### src/hdl/rcm_pkg.sv
package rcm_pkg;

  localparam int COLUMNS_DEF = 1024;

  localparam int COL_W    = 10;
  localparam int SAMPLE_W = 32;
  localparam int COUNT_W  = 32;
  localparam int MEAN_W   = 32;
  localparam int M2_W     = 63;
  localparam int M3_W     = 64;
  localparam int M4_W     = 63;

  localparam int IN_DATA_W  = 48;
  localparam int OUT_DATA_W = 264;

  localparam int WIDE_W = 128;
  localparam int OPB_W  = 64;
  localparam int DIV_W  = 33;

  typedef struct packed {
    logic                    sat;
    logic [M4_W-1:0]         m4;
    logic signed [M3_W-1:0]  m3;
    logic [M2_W-1:0]         m2;
    logic signed [MEAN_W-1:0] mean;
    logic [COUNT_W-1:0]      count;
  } entry_t;

endpackage

### src/hdl/rcm_mul.sv
module rcm_mul
  import rcm_pkg::*;
(
  input  logic              clk,
  input  logic              rst,
  input  logic              start,
  input  logic [WIDE_W-1:0] opa,
  input  logic [OPB_W-1:0]  opb,
  output logic              done,
  output logic [WIDE_W-1:0] product
);

  logic [WIDE_W-1:0] a_r;
  logic [OPB_W-1:0]  b_r;
  logic [3:0]        cnt;
  logic              busy;
  logic [63:0]       prod;
  logic [2:0]        sh;
  logic              prod_vld;
  logic [WIDE_W-1:0] acc;

  // one 32x32 partial product per cycle, added into the low 128 bits
  always_ff @(posedge clk) begin
    if (rst) begin
      busy     <= 1'b0;
      done     <= 1'b0;
      prod_vld <= 1'b0;
      cnt      <= '0;
    end else begin
      done <= 1'b0;
      if (start) begin
        busy     <= 1'b1;
        cnt      <= '0;
        prod_vld <= 1'b0;
      end else if (busy) begin
        if (cnt != 4'd8) begin
          cnt      <= cnt + 4'd1;
          prod_vld <= 1'b1;
        end else begin
          prod_vld <= 1'b0;
          busy     <= 1'b0;
          done     <= 1'b1;
        end
      end
    end
  end

  always_ff @(posedge clk) begin
    if (start) begin
      a_r <= opa;
      b_r <= opb;
      acc <= '0;
    end else if (busy) begin
      if (cnt != 4'd8) begin
        prod <= a_r[32*cnt[2:1] +: 32] * b_r[32*cnt[0] +: 32];
        sh   <= {1'b0, cnt[2:1]} + {2'b0, cnt[0]};
      end
      if (prod_vld) begin
        acc <= acc + (WIDE_W'(prod) << {sh, 5'b0});
      end
    end
  end

  assign product = acc;

endmodule

### config.mk
export PLATFORM = sky130hd
export DESIGN_NAME = rcm_mul
export DESIGN_NICKNAME = d
export VERILOG_FILES = /design/src/hdl/rcm_pkg.sv /design/src/hdl/rcm_mul.sv
export SDC_FILE = /design/constraint.sdc
export NUM_CORES = 2
export LEC_CHECK = 0
export ABC_AREA = 1
export ABC_CLOCK_PERIOD_IN_PS = 21200
export BUFFER_PORTS_ARGS = -buffer_cell sky130_fd_sc_hd__buf_2
export CAP_MARGIN = 0
export CORE_MARGIN = 5
export CORE_UTILIZATION = 30
export DETAILED_ROUTE_END_ITERATION = 7
export MAX_ROUTING_LAYER = met4
export SLEW_MARGIN = 20
export SYNTH_ARGS = -nofsm -noshare
export SYNTH_HDL_FRONTEND = slang
export SYNTH_SLANG_ARGS = --single-unit
### constraint.sdc
create_clock -name clk -period 21.2 [get_ports clk]
set_clock_uncertainty 0.2 [all_clocks]
set_input_delay 2.12 -clock clk [delete_from_list [all_inputs] [get_ports clk]]
set_output_delay 2.12 -clock clk [all_outputs]
set_load 0.02 [all_outputs]
==> key figures <==
Status
  • Status: finished, final reports clean

Worst setup path
  • Critical-path maximum fanout: 67
  • CP max-delay cell: clkinv_1
  • CP arrival: 10.71 ns
  • Reg2Reg Launch Point: cnt[1]
  • Crit path required time: 21.45 ns
  • Worst Setup SP: cnt[1]
  • Most frequent CP cell: fa_1
  • Max incr delay on CP: 1.09 ns
  • Crit path kind: flop to flop
  • Crit path capture type: flop
  • Startpoint types: flop

Die
  • Core box area: 207000 sq um
  • Die height: 466 um
  • Initial Util: 30.1%
  • Ports: 324
  • Die W: 466 um
  • Area of the die: 217000 sq um
  • # rows: 167

Clock tree
  • CTS tree: built
  • CTS resizes: 0
  • Inserted Clock Buffers: 47
  • Post-CTS setup buffer count: 0
  • H-tree depth: 2
  • CTS Hold Bufs: 0
  • Clock root buffer: clkbuf_16
  • Clock-pin slew on the worst setup and hold paths: 0.06 ns
  • CTS Buffer Depth: 3
  • Clk_lat worst skew: 0.67 ns
  • Clock sinks: 394

Finish
  • Layout cells sized above 1: 7.48%
  • Area grow syn2layout: 10.1%
  • Final net count: 10400

Logic synthesis
  • Main combinational cell family by area after synthesis: adder cells
  • Yosys reg bits: 394
  • Synth Area in Simple Gates: 26.2%
  • Area share of fa/ha/maj cells after synthesis: 36.7%
  • Mux cell area share after synthesis: 0.0321%
  • Yosys warns: 0
  • Mapped cell area: 62300 sq um
  • Compound-gate portion of the synthesized area: 4.24%
  • Seq/Total Area, Yosys: 16.8%
  • Post-synth ARST share: 0%
  • Synth cell types: 49
  • Post-Synth XOR/XNOR Area: 1.66%
  • Syn_nets: 10200
  • Post-synth EDFFs: 259
  • Ys flop type: edfxtp_1
  • Synthesized area per cell: 7.14 sq um
  • Post-Synthesis Cells: 8731

Routing
  • First drt pass iteration count: 5
  • DR WL/cell: 23.1 um
  • DRC errors left: 0
  • Antenna-violating nets left: 0
  • Vias: 56700
  • Iter 0 DRT Violations: 5206
  • Wirelength, routed: 271000 um
  • Vias per inst: 4.85

STA
  • Post-route minimum period: 10.47 ns
  • Setup violators final: 0
  • Slew @ Worst Pin: 1.25 ns
  • Max-slew headroom: 16.1%
  • Max-slew violations: 0
  • Setup tns final: 0 ns
  • Final hold violation count: 0
  • Period utilisation layout: 49.4%
  • F_max: 95.5 MHz
  • Unrepaired setup endpoints after global routing: no

Job
  • Max-Cap Viols: 0

Place
  • Final GP Congestion: 1.05
  • Number of port buffers: 323
  • Dpl hpwl: 227000 um

Global route
  • Initial antenna violation count: 10
  • First-pass GRT wire length: 389000 um
  • Pin count of the biggest net entering global routing: 95
  • GRT Total Usage: 25.2%
  • Vias in the first global route: 57600
  • Grt ovf: 0

Min path
  • Hold Path Class: flop to flop
  • HP Start: prod_vld
## per-stage QoR
stage / util, % / hold slack (ns) / cells / area [sq um] / worst slack [ns]
floorplan: - / 0.280 / 8731 / 62300 / 13.90
finish: 33.2 / 0.361 / 11700 / 68600 / 10.73
detailed placement: 32.4 / 0.344 / 11600 / 67000 / 10.65
global route: 33.2 / 0.395 / 11700 / 68600 / 10.37
global placement: 32.4 / 0.299 / 11600 / 67000 / 10.72
CTS: 33.2 / 0.361 / 11700 / 68600 / 10.69
## worst paths after layout
path	to	slack, ns	cells after the start
worst max-delay path	prod[51]	10.73	29
worst min-delay path	prod_vld	0.36	4
worst max register to register	prod[51]	10.73	29
worst min register to register	prod_vld	0.36	4
## logic make-up (layout without fill, tap and decap cells)
logic type,Yosys count,after routing
fa+ha+maj,1290,1290
simple gates,4115,4115
xor+xnor,118,118
buf+inv,2344,2598
mux,2,2
flops,394,394
compound gates,468,468
other cells,0,6
## cells in the mapped netlist (2+ instances only)
library cell,n,area share [%]
nand2_1,2388,14
inv_1,2057,12
nor2_1,1298,7.8
fa_1,897,29
ha_1,393,7.9
edfxtp_1,259,12
nand3_1,240,1.9
a21oi_1,168,1.3
o21ai_0,155,1.2
clkbuf_1,142,0.86
dfxtp_1,135,4.3
buf_2,94,0.75
xor2_1,93,1.3
nand2_2,42,0.42
nor3_1,32,0.26
nor2_2,31,0.31
o22ai_1,29,0.29
xnor2_1,25,0.35
o21bai_1,23,0.28
nand4_1,21,0.21
a31oi_1,20,0.20
inv_2,20,0.12
clkinv_1,19,0.11
o21ai_2,19,0.27
or2_2,18,0.18
nand3_2,14,0.22
o211ai_1,14,0.17
o21ai_1,14,0.11
nor3_2,12,0.19
buf_1,11,0.066
a21o_1,10,0.12
nor2_4,8,0.14
a211oi_1,3,0.036
a21boi_0,3,0.036
nor4_1,3,0.030
o2111ai_1,3,0.042
o21a_1,3,0.036
mux2i_1,2,0.032
nand3b_2,2,0.036
or2_1,2,0.020
## sequential cells by signal (all words and copies together) (netlist names)
register and flops:
b_r 64, cnt 4, sh 3, prod_vld 1
product 128, busy 1, prod 64, a_r 128
done 1
## critical path: cells and delay by family (launching register included)
kind | cells | cell delay [ns]
adder cells (fa/ha/maj) | 9 | 4.57
buffers and inverters | 9 | 2.32
AND/OR/NAND/NOR | 9 | 2.06
XOR/XNOR | 1 | 0.41
AO/OA/AOI/OAI | 1 | 0.33
flip-flops | 1 | 0.31
## layout make-up
type	count	area, sq um
repair buffers	415	2320
clock inverters	28	317
flip-flops and latches	394	10500
clock buffers	59	1240
well taps	2704	3380
diodes	6	15.0
fillers	22500	138000
inverters	2096	7870
multi-input cells	5993	43000
## routing by layer
layer  track usage, %  share of wire, %  wire length [um]  up-vias
met5                -                 0                 0        -
met4             11.5               5.8             15700        0
met3             3.67               7.5             20200      530
met2             40.3                45            123000     2531
met1             31.7                41            112000    27600
li1                 -                 -                 -    26100
## cells in the final DEF, fill, tap and decap left out, drive strengths merged, types with 29 or more instances in the layout
cell,Yosys,final
ha,393,393
fa,897,897
xor2,93,93
clkinv,19,35
a21oi,169,169
dfxtp,135,135
edfxtp,259,259
o21ai,188,188
nor2,1337,1337
clkbuf,142,59
nor3,44,44
o22ai,29,29
nand2,2430,2430
nand3,254,254
inv,2077,2081
buf,106,415
Power is left out: the tool's default activity adds up to more than one toggle a clock period on the data nets, which glitch-free logic cannot reach.
