### config.mk
export PLATFORM = sky130hd
export DESIGN_NAME = rcm_div
export DESIGN_NICKNAME = d
export VERILOG_FILES = /design/src/hdl/rcm_pkg.sv /design/src/hdl/rcm_div.sv
export SDC_FILE = /design/constraint.sdc
export NUM_CORES = 1
export LEC_CHECK = 0
export ABC_AREA = 0
export ABC_CLOCK_PERIOD_IN_PS = 30700
export BUFFER_PORTS_ARGS = -buffer_cell sky130_fd_sc_hd__buf_2
export CORE_ASPECT_RATIO = 1.5
export CORE_UTILIZATION = 35
export CTS_CLUSTER_SIZE = 30
export DETAILED_ROUTE_END_ITERATION = 12
export GPL_ROUTABILITY_DRIVEN = 0
export GPL_TIMING_DRIVEN = 0
export SYNTH_ARGS = -nofsm -noshare
export SYNTH_HDL_FRONTEND = slang
export SYNTH_SLANG_ARGS = --single-unit
### constraint.sdc
create_clock -name clk -period 30.7 [get_ports clk]
set_input_delay 6.14 -clock clk [delete_from_list [all_inputs] [get_ports clk]]
set_output_delay 6.14 -clock clk [all_outputs]
set_load 0.02 [all_outputs]
### src/hdl/rcm_pkg.sv
package rcm_pkg;

  localparam int COLUMNS_DEF = 1024;

  localparam int COL_W    = 10;
  localparam int SAMPLE_W = 32;
  localparam int COUNT_W  = 32;
  localparam int MEAN_W   = 32;
  localparam int M2_W     = 63;
  localparam int M3_W     = 64;
  localparam int M4_W     = 63;

  localparam int IN_DATA_W  = 48;
  localparam int OUT_DATA_W = 264;

  localparam int WIDE_W = 128;
  localparam int OPB_W  = 64;
  localparam int DIV_W  = 33;

  typedef struct packed {
    logic                    sat;
    logic [M4_W-1:0]         m4;
    logic signed [M3_W-1:0]  m3;
    logic [M2_W-1:0]         m2;
    logic signed [MEAN_W-1:0] mean;
    logic [COUNT_W-1:0]      count;
  } entry_t;

endpackage

### src/hdl/rcm_div.sv
module rcm_div
  import rcm_pkg::*;
(
  input  logic              clk,
  input  logic              rst,
  input  logic              start,
  input  logic [WIDE_W-1:0] dividend,
  input  logic [DIV_W-1:0]  divisor,
  output logic              done,
  output logic [WIDE_W-1:0] quotient
);

  logic [WIDE_W-1:0] num;
  logic [DIV_W-1:0]  den;
  logic [DIV_W:0]    rem;
  logic [4:0]        cnt;
  logic              busy;
  logic [DIV_W:0]    rem_next;
  logic [7:0]        qbits;

  // eight restoring steps per cycle
  always_comb begin
    logic [DIV_W:0] r;
    r = rem;
    for (int i = 0; i < 8; i++) begin
      r = {r[DIV_W-1:0], num[WIDE_W-1-i]};
      if (r >= {1'b0, den}) begin
        r = r - {1'b0, den};
        qbits[7-i] = 1'b1;
      end else begin
        qbits[7-i] = 1'b0;
      end
    end
    rem_next = r;
  end

  always_ff @(posedge clk) begin
    if (rst) begin
      busy <= 1'b0;
      done <= 1'b0;
      cnt  <= '0;
    end else begin
      done <= 1'b0;
      if (start) begin
        busy <= 1'b1;
        cnt  <= '0;
      end else if (busy) begin
        cnt <= cnt + 5'd1;
        if (cnt == 5'd15) begin
          busy <= 1'b0;
          done <= 1'b1;
        end
      end
    end
  end

  always_ff @(posedge clk) begin
    if (start) begin
      num      <= dividend;
      den      <= divisor;
      rem      <= '0;
      quotient <= '0;
    end else if (busy) begin
      num      <= num << 8;
      rem      <= rem_next;
      quotient <= {quotient[WIDE_W-9:0], qbits};
    end
  end

endmodule

==> out/metrics.cfg, run 1 <==
[die]
fp.dieW_um = 235.2
fp.dieH_um = 351.8
io_pins = 293
core-area_um2 = 80400
std_cell_rows = 127
start_util = 0.3552
die_area_um2 = 82760

[finish]
area_growth_pct = 14.23
nets = 3905
design_area_um2 = 32620
fin_cells = 4524
n_fill_cell = 8223
drive_gt1_frac = 0.2056

[logic_synthesis]
postSynthNetCount = 3561
ys_seq_area_frac = 0.2871
synth.distinct_cells = 104
synth_edf_count = 161
ys_ff_latch = 329
synthTopCellsByCount = nor2_1 (311), ha_1 (266), mux2_2 (256), a21oi_1 (236), mux2i_1 (186)
synth_ff_type = dfxtp_1
synth_top_area_cell = edfxtp_1
syn_area_per_cell_um2 = 9.144
async_flop_share = 0
yosysWarnings = 0
synth_top_area_share = 0.1693
synth_area_um2 = 28560
synthCells = 3123
post-synth-top-count-cell = nor2_1
synthTopCellsByArea = edfxtp_1 (17%), dfxtp_1 (12%), ha_1 (12%)

[clock_tree]
root_buffer = clkbuf_16
tritoncts = built
cts.clk_slew.worst_paths_ps = 80
cts_buffer_depth = 3
h-tree-depth = 1
cts_buffers = 28
clk-insertion-delay-late_ps = 590
cts.sinks = 329

[grt]
grt_pass1_wl_um = 147100
antenna_found_initial = 12
grt_overflow = 0
grt_start_max_net_pins = 60
grt_pass1_vias = 25320
grt_use_total = 0.2316

[routing]
remaining_drc_errors = 0
drtIter0Drc = 1363
postRouteAntennaNets = 0
viasPerCell = 5.585
wl_um = 98870
wire_per_inst_um = 21.85
drtPass1Iterations = 5
vias = 25270

[critical_path]
critPathSlowestCell = or4_1
path_max_fanout = 10
cp-endpoint = rem[28]
crit_path_end_kind = register
critPathArrivalTime_ps = 30150
start_kind = register
critical_path_required_ps = 31140
startpoint = den[20]
reg2reg_depth = 112
reg2reg_from = den[20]
cp_slowest_stage_delay_ps = 500
r2r_slack_ps = 1000
critPathKind = register to register
reg2reg_to = rem[28]

[sta]
timing.fmax_mhz = 33.67
skew_ps = 23.23
tns_ps = 0
tightest_slew_ps = 1330
fin_crit_ps = 29700
rsz0062_at_grt = no
maxSlewViolCount = 0
hold_viol_final = 0
hold_ws_ps = 493.4
post-route-period-util = 0.9675
finalSetupViolCount = 0
max_slew_margin = 0.09926

[place]
placed_area_um2 = 31380
io_buffer_count = 292
place_hpwl_um = 79650
dp.cells = 4450

[job]
drv_cap = 0

[status]
outcome = completed

[hold_path]
hold_path.class = register to register

==> metal layers <==
layer,global-route usage,part of all wire,wire length [µm],vias up
li1,-,-,-,12250
met4,0.1839,0.088,8688,18
met1,0.2283,0.36,35460,11920
met3,0.03444,0.051,5064,272
met5,0,0.0012,120,-
met2,0.4341,0.50,49540,812
==> critical path, delay by kind of cell, from the launching register on <==
family,cells,cell delay (ps)
AOI/OAI and AO/OA,57,13430
and+or+nand+nor,21,5200
buffers and inverters,18,4690
adders and majority gates,8,3070
muxes,8,2620
DFF,1,390
==> cell families after synthesis <==
logic type,Yosys count,share of synthesized area
adders and majority gates,274,0.1222
DFF,329,0.2871
AOI/OAI and AO/OA,808,0.1857
buffers and inverters,232,0.03474
muxes,452,0.1709
xor gates and xnor gates,209,0.06410
and+or+nand+nor,819,0.1353
==> through the flow <==
| stage | worst slack, ps | util |
|---|---|---|
| final | 996.9 | 0.4057 |
| after global placement | -4962 | 0.3894 |
| after detailed placement | -3931 | 0.3902 |
| after global routing | 11.60 | 0.4056 |
| after floorplan | 6436 | - |
| after CTS | 58.19 | 0.4037 |
==> timing repair <==
item | 4_1_cts | 5_1_grt
gates resized for setup | 22 | 16
setup endpoints to repair | 34 | 34
setup buffers | 6 | 13
hold buffers | 0 | 0
pin swaps | 0 | 7
==> layout make-up <==
type | count | area, µm² | area share
Multi-Input combinational cell | 2562 | 19510 | 0.5982
Sequential cell | 329 | 8198 | 0.2513
Timing Repair Buffer | 314 | 1684 | 0.05163
Tap cell | 1032 | 1291 | 0.03958
Clock buffer | 35 | 768.2 | 0.02355
Buffer | 104 | 529.3 | 0.01622
Inverter | 128 | 491.7 | 0.01507
Clock inverter | 16 | 135.1 | 0.004143
Antenna cell | 4 | 10.01 | 0.0003069
==> placed cells by master, fill, tap and decap left out, types with 9 or more instances in the layout <==
cell	n
buf_4	24
o21bai_1	29
buf_2	307
a31oi_1	20
clkbuf_1	66
dfxtp_1	168
nand2_1	178
and3_1	27
o21ai_0	151
mux2i_1	186
a21boi_0	13
a21oi_1	235
mux2_2	256
a311oi_1	9
nand2b_1	39
o21a_1	41
ha_1	266
a211oi_1	53
a21o_1	97
nand3_1	56
o2111ai_1	10
clkbuf_16	29
xor2_1	61
o211ai_1	18
and2_1	18
nor2b_1	30
edfxtp_1	161
nand4_1	34
nor3_1	52
inv_1	124
xnor2_1	148
nor4_1	10
nor2_1	311
o31ai_1	14
o31a_1	9
==> sequential cells by signal (all words and copies together), names as in the netlist <==
register and count:
den 33, cnt 5, done 1, num 128
quotient 128, rem 33, busy 1
==> how the worst min path moves through the flow <==
stage | start | endpoint | slack (ps) | cells after the start
finish | quotient[127] | quotient[127] | 490 | 2
global route | cnt[4] | cnt[4] | 520 | 2
CTS | quotient[127] | quotient[127] | 500 | 2
detailed placement | quotient[121] | quotient[121] | 480 | 2
global placement | cnt[4] | cnt[4] | 470 | 2
floorplan | cnt[4] | cnt[4] | 460 | 2
Power of run 1 is not shown: default switching activity piles up to over one toggle a cycle in this logic, so the estimate is an artifact.
==> inputs of run 2 (changes only) <==
Settings changed: CORE_UTILIZATION 35 to 40, SLEW_MARGIN from default to 20.
==> out/metrics.cfg, run 2 (synthesized netlist as in run 1, its figures left out) <==
[status]
outcome = completed  ; unchanged

[finish]
top_regs = num (128), quotient (128)  ; unchanged
final_common_cell = nor2_1  ; unchanged
nets = 3903  ; was 3905
area_growth_pct = 13.53  ; was 14.23%
design_area_um2 = 32420  ; was 32620 µm²
layout_common_cells = nor2_1 (311), buf_2 (306), ha_1 (266)  ; was nor2_1 (311), buf_2 (307), ha_1 (266)
drive_gt1_frac = 0.2037  ; was 0.2056

[grt]
grt_use_total = 0.2651  ; was 0.2316
grt_overflow = 0  ; unchanged
antenna_found_initial = 8  ; was 12
grt_pass1_wl_um = 145800  ; was 147100 µm
grt_pass1_vias = 25370  ; was 25320
grt_start_max_net_pins = 54  ; was 60

[die]
fp.dieH_um = 329.2  ; was 351.8 µm
die_area_um2 = 72490  ; was 82760 µm²
std_cell_rows = 119  ; was 127
core-area_um2 = 70430  ; was 80400 µm²
fp.dieW_um = 220.2  ; was 235.2 µm
start_util = 0.4055  ; was 0.3552
io_pins = 293  ; unchanged

[critical_path]
critPathArrivalTime_ps = 30280  ; was 30150 ps
critPathSlowestCell = o31ai_4  ; was or4_1
crit_path_end_kind = register  ; unchanged
critical_path_required_ps = 31120  ; was 31140 ps
cp_slowest_stage_delay_ps = 530  ; was 500 ps
path_max_fanout = 10  ; unchanged
crit_buf_inv = 19  ; was 18
reg2reg_from = den[1]  ; was den[20]
crit_family = compound AO/OA/AOI/OAI gates  ; unchanged
path_common_cell = a21oi_1
startpoint = den[1]  ; was den[20]
critPathKind = register to register  ; unchanged
start_kind = register  ; unchanged

[clock_tree]
cts_buffers = 28  ; unchanged
h-tree-depth = 1  ; unchanged
cts.sinks = 329  ; unchanged
root_buffer = clkbuf_16  ; unchanged
cts.clk_slew.worst_paths_ps = 70  ; was 80 ps
tritoncts = built  ; unchanged
cts_buffer_depth = 3  ; unchanged
clk-insertion-delay-late_ps = 570  ; was 590 ps

[sta]
hold_viol_final = 0  ; unchanged
fin_crit_ps = 29860  ; was 29700 ps
tightest_slew_ps = 1294  ; was 1330 ps
maxSlewViolCount = 0  ; unchanged
post-route-period-util = 0.9726  ; was 0.9675
finalSetupViolCount = 0  ; unchanged
max_slew_margin = 0.1280  ; was 0.09926
skew_ps = 17.55  ; was 23.23 ps
timing.fmax_mhz = 33.49  ; was 33.67 MHz

[place]
place_hpwl_um = 78620  ; was 79650 µm
io_buffer_count = 292  ; unchanged
placed_area_um2 = 31240  ; was 31380 µm²

[routing]
wire_per_inst_um = 22.16  ; was 21.85 µm
drtPass1Iterations = 7  ; was 5
drtIter0Drc = 1445  ; was 1363
wl_um = 97430  ; was 98870 µm
vias = 25270  ; about the same
postRouteAntennaNets = 0  ; unchanged
viasPerCell = 5.748  ; was 5.585
remaining_drc_errors = 0  ; unchanged

[hold_path]
hold_path.class = register to register  ; unchanged
hold_start = cnt[4]  ; was quotient[127]

[job]
drv_cap = 0  ; unchanged

==> run 2: path summary, 6_finish.rpt <==
| check | to | slack (ps) | cells past startpoint |
|---|---|---|---|
| worst max register to register | rem[31] | 840 | 112 |
| worst min-delay path | cnt[4] | 490 | 2 |
| worst max-delay path | rem[31] | 840 | 112 |
| worst min register to register | cnt[4] | 490 | 2 |
==> run 2: area by class of cell <==
class / instances / area (µm²)
fill: 6993 / 38010
sequential: 329 / 8198
multi-input combinational: 2562 / 19540
timing repair buffer: 313 / 1684
clock inverter: 10 / 53.80
inverter: 128 / 488.0
tap: 907 / 1135
buffer: 103 / 524.3
clock buffer: 41 / 790.8
antenna: 3 / 7.507
==> run 2: layer usage <==
layer,GRT usage,vias to the layer above,share of wire
met4,0.2172,10,0.093
li1,-,12260,-
met1,0.2737,11930,0.36
met2,0.4742,798,0.49
met5,0,-,0.00070
met3,0.03527,273,0.050
==> run 2: tightest hold or removal path, cell delays in order (launching register included) <==
cell and delay, ps:
dfxtp_1 320, nor2_1 80, a211oi_1 50
==> run 2: through the flow <==
stage | utilization | hold slack (ps) | setup slack (ps) | cells | TNS, ps
after global placement | 0.4424 | 467.6 | -5282 | 4322 | -176850
final | 0.4603 | 485.3 | 841.5 | 4396 | 0
after detailed placement | 0.4436 | 471.3 | -3723 | 4325 | -123430
after CTS | 0.4584 | 481.1 | 132.2 | 4386 | 0
after floorplan | - | 456.3 | 6436 | 3123 | 0
after global routing | 0.4603 | 517.9 | -73.74 | 4395 | -523.3
==> run 2: repair_timing <==
action                     in CTS  in global routing
gates resized for setup        23                 16
setup endpoints to repair      34                 34
hold buffers                    0                  0
setup buffers                  10                  8
pin swaps                       2                  4
Power of run 2 is left out for the same reason.
